**src/rtl/rigid_body_2d_step_defines.svh**
```systemverilog
// ----------------------------------------------------------------------------
// Assertion macros for the rigid body step block
// Concurrent checks that compile out when SYNTHESIS is defined.
// ----------------------------------------------------------------------------
`ifndef RIGID_BODY_2D_STEP_DEFINES_SVH
`define RIGID_BODY_2D_STEP_DEFINES_SVH
`ifndef SYNTHESIS
`define RB2S_ASSERT_IMP(lbl, clk, rstn, ante, cons) \
  lbl: assert property (@(posedge clk) disable iff (!rstn) (ante) |-> (cons)) \
    else $error("%m: same-cycle check failed");
`define RB2S_ASSERT_NXT(lbl, clk, rstn, ante, cons) \
  lbl: assert property (@(posedge clk) disable iff (!rstn) (ante) |=> (cons)) \
    else $error("%m: next-cycle check failed");
`else
`define RB2S_ASSERT_IMP(lbl, clk, rstn, ante, cons)
`define RB2S_ASSERT_NXT(lbl, clk, rstn, ante, cons)
`endif
`endif

```
**src/rtl/rb2s_pkg.sv**
```systemverilog
// ----------------------------------------------------------------------------
// rb2s_pkg
// Shared types, codes and saturation helpers of the rigid body step block.
// ----------------------------------------------------------------------------
`default_nettype none
package rb2s_pkg;

  localparam int unsigned CfgIdxW = 3;
  localparam int unsigned CfgW    = 31;

  localparam logic [CfgIdxW-1:0] CFG_MASS      = 3'd0;
  localparam logic [CfgIdxW-1:0] CFG_FRICTION  = 3'd1;
  localparam logic [CfgIdxW-1:0] CFG_FRIC_SCL  = 3'd2;
  localparam logic [CfgIdxW-1:0] CFG_SPEED_LIM = 3'd3;
  localparam logic [CfgIdxW-1:0] CFG_FALL_LIM  = 3'd4;
  localparam logic [CfgIdxW-1:0] CFG_GRAVITY   = 3'd5;
  localparam logic [CfgIdxW-1:0] CFG_GRAV_EN   = 3'd6;

  typedef enum logic [4:0] {
    OP_NONE,
    OP_MUL_FX,
    OP_MUL_FY,
    OP_DIV_ACC,
    OP_ADD_AX,
    OP_ADD_AY,
    OP_MUL_C1,
    OP_MUL_C2,
    OP_MUL_C3,
    OP_SQ_X,
    OP_SQ_Y,
    OP_SQRT,
    OP_ZERO_V,
    OP_MUL_VXC,
    OP_MUL_VYC,
    OP_DIV_LEN,
    OP_SUB_X,
    OP_SUB_Y,
    OP_MUL_G,
    OP_ADD_G,
    OP_CLAMP,
    OP_MUL_VXL,
    OP_MUL_VYL,
    OP_SET_X,
    OP_SET_Y,
    OP_MUL_PX,
    OP_MUL_PY,
    OP_ADD_PX,
    OP_ADD_PY,
    OP_LOAD
  } op_e;

  typedef struct packed {
    logic capture;
    op_e  op;
  } cmd_t;

  typedef struct packed {
    logic div_busy;
    logic sqrt_busy;
    logic len_le_c;
    logic len_gt_lim;
    logic grav;
    logic ground;
  } sts_t;

  function automatic logic [31:0] mag32(input logic signed [31:0] v);
    mag32 = v[31] ? 32'(-v) : 32'(v);
  endfunction

  function automatic logic signed [31:0] sat_vel(input logic signed [65:0] x);
    if (x[65:31] == '0 || x[65:31] == '1) begin
      sat_vel = x[31:0];
    end else begin
      sat_vel = x[65] ? 32'sh8000_0000 : 32'sh7FFF_FFFF;
    end
  endfunction

  function automatic logic signed [47:0] sat_pos(input logic signed [49:0] x);
    if (x[49:47] == '0 || x[49:47] == '1) begin
      sat_pos = x[47:0];
    end else begin
      sat_pos = x[49] ? 48'sh8000_0000_0000 : 48'sh7FFF_FFFF_FFFF;
    end
  endfunction

endpackage
`default_nettype wire

```
**src/rtl/rb2s_ctrl.sv**
```systemverilog
// ----------------------------------------------------------------------------
// rb2s_ctrl
// Sequencer: steps the datapath through one frame update and runs the handshake.
// ----------------------------------------------------------------------------
`default_nettype none
`include "rigid_body_2d_step_defines.svh"
module rb2s_ctrl (
  input  wire logic           clk_i,
  input  wire logic           rst_ni,
  input  wire logic           in_valid_i,
  output logic                in_ready_o,
  output logic                out_valid_o,
  input  wire logic           out_ready_i,
  input  wire rb2s_pkg::sts_t sts_i,
  output rb2s_pkg::cmd_t      cmd_o
);

  typedef enum logic [5:0] {
    S_IDLE,
    S_AX_MUL, S_AX_DIV, S_AX_WAIT, S_AX_ADD,
    S_AY_MUL, S_AY_DIV, S_AY_WAIT, S_AY_ADD,
    S_C1, S_C2, S_C3,
    S_FSQX, S_FSQY, S_FSQRT, S_FSQW, S_FCHK,
    S_FX_MUL, S_FX_DIV, S_FX_WAIT, S_FX_SUB,
    S_FY_MUL, S_FY_DIV, S_FY_WAIT, S_FY_SUB,
    S_G_MUL, S_G_ADD,
    S_LIM,
    S_LSQX, S_LSQY, S_LSQRT, S_LSQW, S_LCHK,
    S_LX_MUL, S_LX_DIV, S_LX_WAIT, S_LX_SET,
    S_LY_MUL, S_LY_DIV, S_LY_WAIT, S_LY_SET,
    S_PX_MUL, S_PX_ADD, S_PY_MUL, S_PY_ADD,
    S_LOAD
  } state_e;

  state_e state_q, state_d;
  logic   out_valid_q, out_valid_d;
  logic   out_free;
  logic   div_go;

  assign out_free = !out_valid_q || out_ready_i;

  always_comb begin
    state_d       = state_q;
    cmd_o.capture = 1'b0;
    cmd_o.op      = rb2s_pkg::OP_NONE;
    out_valid_d   = out_valid_q && !out_ready_i;
    case (state_q)
      S_IDLE: begin
        cmd_o.capture = in_valid_i;
        if (in_valid_i) state_d = S_AX_MUL;
      end
      S_AX_MUL:  begin cmd_o.op = rb2s_pkg::OP_MUL_FX;  state_d = S_AX_DIV; end
      S_AX_DIV:  begin cmd_o.op = rb2s_pkg::OP_DIV_ACC; state_d = S_AX_WAIT; end
      S_AX_WAIT: if (!sts_i.div_busy) state_d = S_AX_ADD;
      S_AX_ADD:  begin cmd_o.op = rb2s_pkg::OP_ADD_AX;  state_d = S_AY_MUL; end
      S_AY_MUL:  begin cmd_o.op = rb2s_pkg::OP_MUL_FY;  state_d = S_AY_DIV; end
      S_AY_DIV:  begin cmd_o.op = rb2s_pkg::OP_DIV_ACC; state_d = S_AY_WAIT; end
      S_AY_WAIT: if (!sts_i.div_busy) state_d = S_AY_ADD;
      S_AY_ADD: begin
        cmd_o.op = rb2s_pkg::OP_ADD_AY;
        state_d  = (!sts_i.grav || sts_i.ground) ? S_C1 : S_G_MUL;
      end
      S_C1:    begin cmd_o.op = rb2s_pkg::OP_MUL_C1; state_d = S_C2; end
      S_C2:    begin cmd_o.op = rb2s_pkg::OP_MUL_C2; state_d = S_C3; end
      S_C3:    begin cmd_o.op = rb2s_pkg::OP_MUL_C3; state_d = S_FSQX; end
      S_FSQX:  begin cmd_o.op = rb2s_pkg::OP_SQ_X;   state_d = S_FSQY; end
      S_FSQY:  begin cmd_o.op = rb2s_pkg::OP_SQ_Y;   state_d = S_FSQRT; end
      S_FSQRT: begin cmd_o.op = rb2s_pkg::OP_SQRT;   state_d = S_FSQW; end
      S_FSQW:  if (!sts_i.sqrt_busy) state_d = S_FCHK;
      S_FCHK: begin
        if (sts_i.len_le_c) begin
          cmd_o.op = rb2s_pkg::OP_ZERO_V;
          state_d  = S_LIM;
        end else begin
          state_d = S_FX_MUL;
        end
      end
      S_FX_MUL:  begin cmd_o.op = rb2s_pkg::OP_MUL_VXC; state_d = S_FX_DIV; end
      S_FX_DIV:  begin cmd_o.op = rb2s_pkg::OP_DIV_LEN; state_d = S_FX_WAIT; end
      S_FX_WAIT: if (!sts_i.div_busy) state_d = S_FX_SUB;
      S_FX_SUB:  begin cmd_o.op = rb2s_pkg::OP_SUB_X;   state_d = S_FY_MUL; end
      S_FY_MUL:  begin cmd_o.op = rb2s_pkg::OP_MUL_VYC; state_d = S_FY_DIV; end
      S_FY_DIV:  begin cmd_o.op = rb2s_pkg::OP_DIV_LEN; state_d = S_FY_WAIT; end
      S_FY_WAIT: if (!sts_i.div_busy) state_d = S_FY_SUB;
      S_FY_SUB:  begin cmd_o.op = rb2s_pkg::OP_SUB_Y;   state_d = S_LIM; end
      S_G_MUL:   begin cmd_o.op = rb2s_pkg::OP_MUL_G;   state_d = S_G_ADD; end
      S_G_ADD:   begin cmd_o.op = rb2s_pkg::OP_ADD_G;   state_d = S_LIM; end
      S_LIM: begin
        if (sts_i.grav) begin
          cmd_o.op = rb2s_pkg::OP_CLAMP;
          state_d  = S_PX_MUL;
        end else begin
          state_d = S_LSQX;
        end
      end
      S_LSQX:  begin cmd_o.op = rb2s_pkg::OP_SQ_X; state_d = S_LSQY; end
      S_LSQY:  begin cmd_o.op = rb2s_pkg::OP_SQ_Y; state_d = S_LSQRT; end
      S_LSQRT: begin cmd_o.op = rb2s_pkg::OP_SQRT; state_d = S_LSQW; end
      S_LSQW:  if (!sts_i.sqrt_busy) state_d = S_LCHK;
      S_LCHK:  state_d = sts_i.len_gt_lim ? S_LX_MUL : S_PX_MUL;
      S_LX_MUL:  begin cmd_o.op = rb2s_pkg::OP_MUL_VXL; state_d = S_LX_DIV; end
      S_LX_DIV:  begin cmd_o.op = rb2s_pkg::OP_DIV_LEN; state_d = S_LX_WAIT; end
      S_LX_WAIT: if (!sts_i.div_busy) state_d = S_LX_SET;
      S_LX_SET:  begin cmd_o.op = rb2s_pkg::OP_SET_X;   state_d = S_LY_MUL; end
      S_LY_MUL:  begin cmd_o.op = rb2s_pkg::OP_MUL_VYL; state_d = S_LY_DIV; end
      S_LY_DIV:  begin cmd_o.op = rb2s_pkg::OP_DIV_LEN; state_d = S_LY_WAIT; end
      S_LY_WAIT: if (!sts_i.div_busy) state_d = S_LY_SET;
      S_LY_SET:  begin cmd_o.op = rb2s_pkg::OP_SET_Y;   state_d = S_PX_MUL; end
      S_PX_MUL:  begin cmd_o.op = rb2s_pkg::OP_MUL_PX;  state_d = S_PX_ADD; end
      S_PX_ADD:  begin cmd_o.op = rb2s_pkg::OP_ADD_PX;  state_d = S_PY_MUL; end
      S_PY_MUL:  begin cmd_o.op = rb2s_pkg::OP_MUL_PY;  state_d = S_PY_ADD; end
      S_PY_ADD:  begin cmd_o.op = rb2s_pkg::OP_ADD_PY;  state_d = S_LOAD; end
      S_LOAD: begin
        if (out_free) begin
          cmd_o.op    = rb2s_pkg::OP_LOAD;
          out_valid_d = 1'b1;
          state_d     = S_IDLE;
        end
      end
      default: state_d = S_IDLE;
    endcase
  end

  always_ff @(posedge clk_i or negedge rst_ni) begin
    if (!rst_ni) begin
      state_q     <= S_IDLE;
      out_valid_q <= 1'b0;
    end else begin
      state_q     <= state_d;
      out_valid_q <= out_valid_d;
    end
  end

  assign in_ready_o  = state_q == S_IDLE;
  assign out_valid_o = out_valid_q;
  assign div_go      = cmd_o.op == rb2s_pkg::OP_DIV_ACC || cmd_o.op == rb2s_pkg::OP_DIV_LEN;

  `RB2S_ASSERT_NXT(a_busy_after_accept, clk_i, rst_ni, in_valid_i && in_ready_o, !in_ready_o)
  `RB2S_ASSERT_IMP(a_div_idle_on_start, clk_i, rst_ni, div_go, !sts_i.div_busy)
  `RB2S_ASSERT_IMP(a_sqrt_idle_on_start, clk_i, rst_ni, cmd_o.op == rb2s_pkg::OP_SQRT, !sts_i.sqrt_busy)
  `RB2S_ASSERT_IMP(a_load_only_when_free, clk_i, rst_ni, cmd_o.op == rb2s_pkg::OP_LOAD, out_free)

endmodule
`default_nettype wire

```
**config.mk**
```make
export PLATFORM = sky130hd
export DESIGN_NAME = rb2s_ctrl
export DESIGN_NICKNAME = d
export VERILOG_FILES = /design/src/rtl/rb2s_pkg.sv /design/src/rtl/rb2s_ctrl.sv
export VERILOG_INCLUDE_DIRS = /design/src /design/src/rtl
export SDC_FILE = /design/constraint.sdc
export NUM_CORES = 1
export LEC_CHECK = 0
export ABC_AREA = 1
export BUFFER_PORTS_ARGS = -buffer_cell sky130_fd_sc_hd__buf_4
export CAP_MARGIN = 20
export CORE_ASPECT_RATIO = 0.9
export CORE_UTILIZATION = 53
export DETAILED_ROUTE_END_ITERATION = 7
export GPL_ROUTABILITY_DRIVEN = 0
export PLACE_DENSITY = 0.75
export SLEW_MARGIN = 20
export SYNTH_ARGS = -nofsm -noshare
export SYNTH_HDL_FRONTEND = slang
export SYNTH_SLANG_ARGS = --single-unit
```
**constraint.sdc**
```tcl
create_clock -name clk_i -period 1.7 [get_ports clk_i]
set_input_delay 0.34 -clock clk_i [delete_from_list [all_inputs] [get_ports clk_i]]
set_output_delay 0.34 -clock clk_i [all_outputs]
set_load 0.02 [all_outputs]
```
==> metrics.md, run 1 <==
| Metric | Value |
|---|---|
| Outcome | `aborted with a tool error` |
| Last stage | `5_1_grt` |
| Error that ended the run | `[ERROR GRT-0116] Global routing finished with congestion. Check the congestion regions in the DRC Viewer.` |
| Number of global-route vias before repair | `2492` |
| Post-Syn Area | `between 1000 and 1500 um^2` |
| Die boundary width | `approximately 52 um` |
| Sum of overflow across all layers after global routing | `16` |
| Detailed Place HPWL | `approximately 4.0 mm` |
| Share of the yosys chip area belonging to registers | `approximately 14%` |
| Synthesized instance count | `between 200 and 250` |
| Largest buffer count on any clock path | `2` |
| Number of input and output port buffers inserted | `17` |
| Largest net degree at the start of global routing | `10` |
| Boundary pin count | `18` |
| Tot GR Track Use | `70.12%` |
| Vertical extent of the die | `47.40 um` |
| Global-route wire length before repair | `approximately 12 mm` |
| Placed cell area | `1750 um^2` |
| Worst Setup Slack post-DPL | `-0.2293 ns` |
| Count of placed standard cells including taps | `322` |
| Initial standard-cell utilization of the core | `a little under three fifths` |
| Synthesized area divided by synthesized cell count | `~5.3 um^2` |
| Number of synthesized register bits | `7` |
| Total number of yosys warnings | `0` |
| Number of clock buffers inserted by TritonCTS | `3` |
| Cell Rows | `16` |
| Total number of H-tree levels | `1` |
| Sinks on the clock net | `7` |
| Post-synthesis net count | `~240` |
| Cell at the root of the clock tree | `sky130_fd_sc_hd__clkbuf_4` |
| Number of library cell types mapped by synthesis | `27` |
## metrics by stage
stage | setup TNS (ns) | hold WS [ns] | util (%)
after floorplan | 0 | 0.04441 | -
after global placement | -1.267 | 0.1511 | 80.96
after detailed placement | -1.430 | 0.1573 | 80.96
after CTS | -1.434 | 0.4122 | 95.49
## cell usage after synthesis
library cell / number / area, um^2
sky130_fd_sc_hd__a21oi_1: 3 / 15.01
sky130_fd_sc_hd__o31ai_1: 1 / 7.510
sky130_fd_sc_hd__nor2_4: 3 / 33.78
sky130_fd_sc_hd__nand2_4: 1 / 11.26
sky130_fd_sc_hd__and3_1: 2 / 12.51
sky130_fd_sc_hd__o2111ai_1: 1 / 8.760
sky130_fd_sc_hd__dfrtp_1: 7 / 175.2
sky130_fd_sc_hd__nand3_2: 1 / 10.01
sky130_fd_sc_hd__o21a_1: 1 / 7.510
sky130_fd_sc_hd__a31oi_1: 1 / 6.260
sky130_fd_sc_hd__nor3_1: 7 / 35.03
sky130_fd_sc_hd__nand2_1: 76 / 285.3
sky130_fd_sc_hd__nand3b_1: 3 / 22.52
sky130_fd_sc_hd__a211oi_1: 1 / 7.510
sky130_fd_sc_hd__inv_1: 12 / 45.04
sky130_fd_sc_hd__nand4_1: 5 / 31.28
sky130_fd_sc_hd__a22oi_1: 1 / 7.510
sky130_fd_sc_hd__buf_2: 2 / 10.01
sky130_fd_sc_hd__o21bai_1: 1 / 7.510
sky130_fd_sc_hd__nor2_2: 7 / 43.79
sky130_fd_sc_hd__nand2_2: 2 / 12.51
sky130_fd_sc_hd__nand3_1: 38 / 190.2
sky130_fd_sc_hd__buf_4: 5 / 37.54
sky130_fd_sc_hd__nor2_1: 34 / 127.6
sky130_fd_sc_hd__o21ai_0: 4 / 20.02
sky130_fd_sc_hd__o21ai_2: 1 / 8.760
sky130_fd_sc_hd__inv_2: 9 / 33.78
## kinds of logic after synthesis
group / Yosys count / synth area share [%]
AND/OR/NAND/NOR: 179 / 67.21
buffers and inverters: 28 / 10.41
AO/OA/AOI/OAI: 15 / 7.940
flip-flops: 7 / 14.43
## per-layer routing
| metal | global-route usage (%) | overflow |
|---|---|---|
| met4 | 74.74 | 8 |
| met1 | 70.02 | 0 |
| met2 | 93.16 | 8 |
| met3 | 47.25 | 0 |
| met5 | 10.42 | 0 |
## what timing repair did
action,4_1_cts
hold buffers,1
hold endpoints to repair,7
setup endpoints to repair,12
buffers inserted,12
resized for setup,50
pin swaps,13
==> run 2, diff against run 1 <==
CORE_AREA = 2 2 63 65   (was not set)
CORE_ASPECT_RATIO = not set   (was 0.9)
CORE_UTILIZATION = not set   (was 53)
DIE_AREA = 0 0 65 67   (was not set)
PLACE_DENSITY = not set   (was 0.75)
PLACE_DENSITY_LB_ADDON = 0.15   (was not set)
==> run 2 against run 1 <==
  * Synthesized cell count unchanged
  * Area after synthesis unchanged
  * The flow now finishes, with violations (setup timing)
==> metrics.md, run 2 <==
| Metric | Value |
|---|---|
| Power share of the combinational group | `approximately 84%` |
| Synthesized-area fraction occupied by adder cells | `0% (unchanged)` |
| Power Dens Cells | `1705 nW/um^2` |
| Clock latency at the later pin of the worst-skew pair | `between 0.2 and 0.25 ns` |
| Fraction of layout instances using a drive strength above 1 | `51.25%` |
| Total of max-cap violations | `0` |
| Largest net degree at the start of global routing | `9` |
| First-pass iteration count of the detailed router | `5` |
| Clock transition at the registers of the reported paths | `0.04 ns` |
| Number of endpoints failing setup at the final stage | `10` |
| Final antenna-violating net count | `0` |
| TritonCTS clock tree | `done` |
| Worst-Margin Slew | `0.3091 ns` |
| Worst-path maximum fanout | `6` |
| Boundary pin count | `18 (unchanged)` |
| Logic depth of the worst register-to-register path | `10` |
| Max Freq | `0.4932 GHz` |
| Simple-gate share of the synthesized area | `67.22% (unchanged)` |
| Commonest cells after routing, fill and taps aside | `sky130_fd_sc_hd__buf_4 (82), sky130_fd_sc_hd__nand2_1 (64), sky130_fd_sc_hd__nand3_1 (31)` |
| Proportion of synthesized flip-flops having asynchronous set or reset | `100.0% (unchanged)` |
| Number of antenna violations at the first check in global routing | `0` |
| Total number of yosys warnings | `0 (unchanged)` |
| Final routed wirelength across all metal layers | `~5.7 mm` |
| Sum of overflow across all layers after global routing | `0` |
| Final period utilization | `119.3%` |
| Cell at the root of the clock tree | `sky130_fd_sc_hd__clkbuf_8 (was sky130_fd_sc_hd__clkbuf_4)` |
| Area leader, netlist | `sky130_fd_sc_hd__nand2_1 (unchanged)` |
| Part of the total power dissipated in sequential elements | `roughly a tenth` |
| Hold violation count in the final report | `0` |
| Main synth FF type | `sky130_fd_sc_hd__dfrtp_1 (unchanged)` |
| Area added between synthesis and finish | `86.49%` |
| Setup Crit Path Kind | `reg2out` |
| Synth area leaders | `sky130_fd_sc_hd__nand2_1 (24%), sky130_fd_sc_hd__nand3_1 (16%), sky130_fd_sc_hd__dfrtp_1 (14%) (unchanged)` |
| Via-per-instance ratio | `between 5 and 6` |
| Total leakage power | `around 1.2 nW` |
| Path class of the lowest-slack min-delay path | `in2async` |
| Outcome | `complete, but fails checks (was aborted with a tool error)` |
| Internal power summed over all cells | `approximately 1.9 mW` |
| DRC violations left | `0` |
| Critical path endpoint category | `output pin` |
| Die boundary width | `65 um (was 52.44 um)` |
| Most common library cells after synthesis | `sky130_fd_sc_hd__nand2_1 (76), sky130_fd_sc_hd__nand3_1 (38), sky130_fd_sc_hd__nor2_1 (34) (unchanged)` |
| Peak supply drop | `0.6706 mV` |
| Placeable core region | `3606 um^2` |
| Detailed Place HPWL | `4.199 mm (was 3.958 mm)` |
| Count of flip-flops with a built-in enable after synthesis | `0 (unchanged)` |
| Number of clock buffers inserted by TritonCTS | `3 (unchanged)` |
| Number of synthesized register bits | `7 (unchanged)` |
| Sinks on the clock net | `7 (unchanged)` |
| Number of library cell types mapped by synthesis | `27 (unchanged)` |
| Post-Route Hold Slack | `0.4392 ns` |
| Sw power | `slightly below 2 mW` |
| Flip-flop count of the largest register, all copies and words added | `6` |
| Post-synthesis net count | `239 (unchanged)` |
| Tightest slew margin relative to the limit | `between 70% and 80%` |
| Unrepaired setup endpoints after global routing | `yes` |
| Clock Skew | `0.007209 ns` |
| Area share of the largest cell type after synthesis | `23.51% (unchanged)` |
| Largest buffer count on any clock path | `2 (unchanged)` |
| Tot GR Track Use | `27.65%` |
| Number of input and output port buffers inserted | `17 (unchanged)` |
| Biggest register | `state_q` |
| Setup WS post-layout | `-0.3277 ns` |
| Capture point of the worst reg-to-reg path | `state_q[2]$_DFFE_PN0P_` |
| Share of the yosys chip area belonging to registers | `14.43% (unchanged)` |
| Data arrival time of the critical path | `between 1.5 and 2 ns` |
| Vertical extent of the die | `67 um (was 47.40 um)` |
| Cell Rows | `22 (was 16)` |
| Crit path launch type | `flop` |
| Vias | `approximately 2k` |
| GRT busiest layer | `met2` |
| Global Route met1 Usage | `34.99%` |
| Drt wl/cell | `15.50 um` |
| Final Max Slew Viols | `0` |
| Time the final worst path needs with I/O delays and setup | `approximately 2.0 ns` |
| Worst Setup Slack post-DPL | `-0.1248 ns (was -0.2293 ns)` |
| Number of global-route vias before repair | `about 1.9k` |
| Starting DRC count in detailed routing | `between 200 and 250` |
| Library cell with the highest instance count after synthesis | `sky130_fd_sc_hd__nand2_1 (unchanged)` |
| Global-route track usage on met2 | `44.59%` |
| Die Outline Area | `4355 um^2` |
| Synthesized instance count | `229 (unchanged)` |
| Post-Syn Area | `1214 um^2 (unchanged)` |
| Met3 Use GR | `under 10%` |
| Data required, critical path | `1.36 ns` |
| Relative contribution of the clock network to total power | `6.3%` |
| Worst reg-to-reg setup slack | `-0.02 ns` |
| Origin of the critical flop-to-flop path | `state_q[5]$_DFFE_PN0P_` |
| Post-synthesis compound-gate area fraction | `7.938% (unchanged)` |
| Initial standard-cell utilization of the core | `33.66% (was 56.13%)` |
| Nets@finish | `331` |
| Main combinational cell family by area after synthesis | `simple AND/OR/NAND/NOR gates (unchanged)` |
| Switch share | `about half` |
| Violated checks | `setup timing` |
| Portion of netlist area occupied by mux cells | `0% (unchanged)` |
| Total number of H-tree levels | `1 (unchanged)` |
| Most frequent standard cell in the layout excluding fill and tap cells | `sky130_fd_sc_hd__buf_4` |
| Post-synthesis share of cell area spent on xor and xnor gates | `0% (unchanged)` |
| Count of antenna diodes in the layout | `0` |
| Synthesized area divided by synthesized cell count | `5.300 um^2 (unchanged)` |
| Global-route wire length before repair | `8.983 mm` |
==> run 2: cell counts after synthesis <==
Identical to the previous run, type by type.
==> run 2: worst max-delay path by stage <==
stage	from	to	depth (start not counted)
6_report	state_q[1]$_DFFE_PN0P_	cmd_o[2]	7
5_1_grt	state_q[2]$_DFFE_PN0P_	cmd_o[2]	8
4_1_cts	state_q[3]$_DFFE_PN0P_	cmd_o[0]	8
3_5_place_dp	state_q[1]$_DFFE_PN0P_	cmd_o[0]	8
3_3_place_gp	state_q[1]$_DFFE_PN0P_	cmd_o[0]	8
2_1_floorplan	state_q[5]$_DFFE_PN0P_	cmd_o[2]	8
==> run 2: cells by family after synthesis <==
logic type	count (synthesis)
AND/OR/NAND/NOR	179
buffers and inverters	28
AO/OA/AOI/OAI	15
flip-flops	7
==> run 2: metal layers <==
metal	share of wire (%)	wire length, um
met2	45	2573
met5	0	0
met1	39	2237
met4	5.6	319
met3	10	571
==> run 2: repair_timing <==
item | in CTS | in global routing
pin swaps | 8 | 6
buffers inserted | 8 | 1
endpoints found under the hold margin | 7 | 0
setup endpoints to repair | 9 | 13
hold buffers | 1 | 0
resized for setup | 46 | 24
==> run 2: worst max-delay path: stages (launching register included) <==
cell and delay (ns):
sky130_fd_sc_hd__dfrtp_2 0.48, sky130_fd_sc_hd__nor2_4 0.21, sky130_fd_sc_hd__nor2_2 0.09, sky130_fd_sc_hd__nand2_1 0.11
sky130_fd_sc_hd__nand2_1 0.10, sky130_fd_sc_hd__nor3_2 0.17, sky130_fd_sc_hd__nand4_1 0.11, sky130_fd_sc_hd__buf_4 0.17
==> run 2: power groups by stage <==
| stage | registers [mW] | clock network (mW) | logic [mW] |
|---|---|---|---|
| 4_1_cts | 0.370 | 0.248 | 2.99 |
| 3_3_place_gp | 0.342 | 0 | 2.63 |
| 3_5_place_dp | 0.341 | 0 | 2.61 |
| 5_1_grt | 0.402 | 0.262 | 3.44 |
| 2_1_floorplan | 0.281 | 0 | 1.37 |
| 6_report | 0.390 | 0.245 | 3.22 |
==> run 2: final cells by class <==
class / instances / area, um^2
clock buffers: 4 / 45.04
fillers: 308 / 1343
inverters: 21 / 86.33
multi-input cells: 194 / 1131
flip-flops and latches: 7 / 182.7
well taps: 48 / 60.06
repair buffers: 94 / 758.2
==> run 2: stage by stage <==
step           power [mW]  instances  setup TNS [ns]  util [%]  area (um^2)
2_1_floorplan       1.651        229               0         -         1222
3_3_place_gp        2.967        354         -0.7000     51.91         1872
3_5_place_dp        2.950        354         -0.5155     51.91         1872
4_1_cts             3.611        367          -1.454     59.89         2160
5_1_grt             4.105        368          -3.051     62.77         2263
6_report            3.860        368          -1.852     62.77         2263
Note: power is estimated with default switching activity, not from simulation.
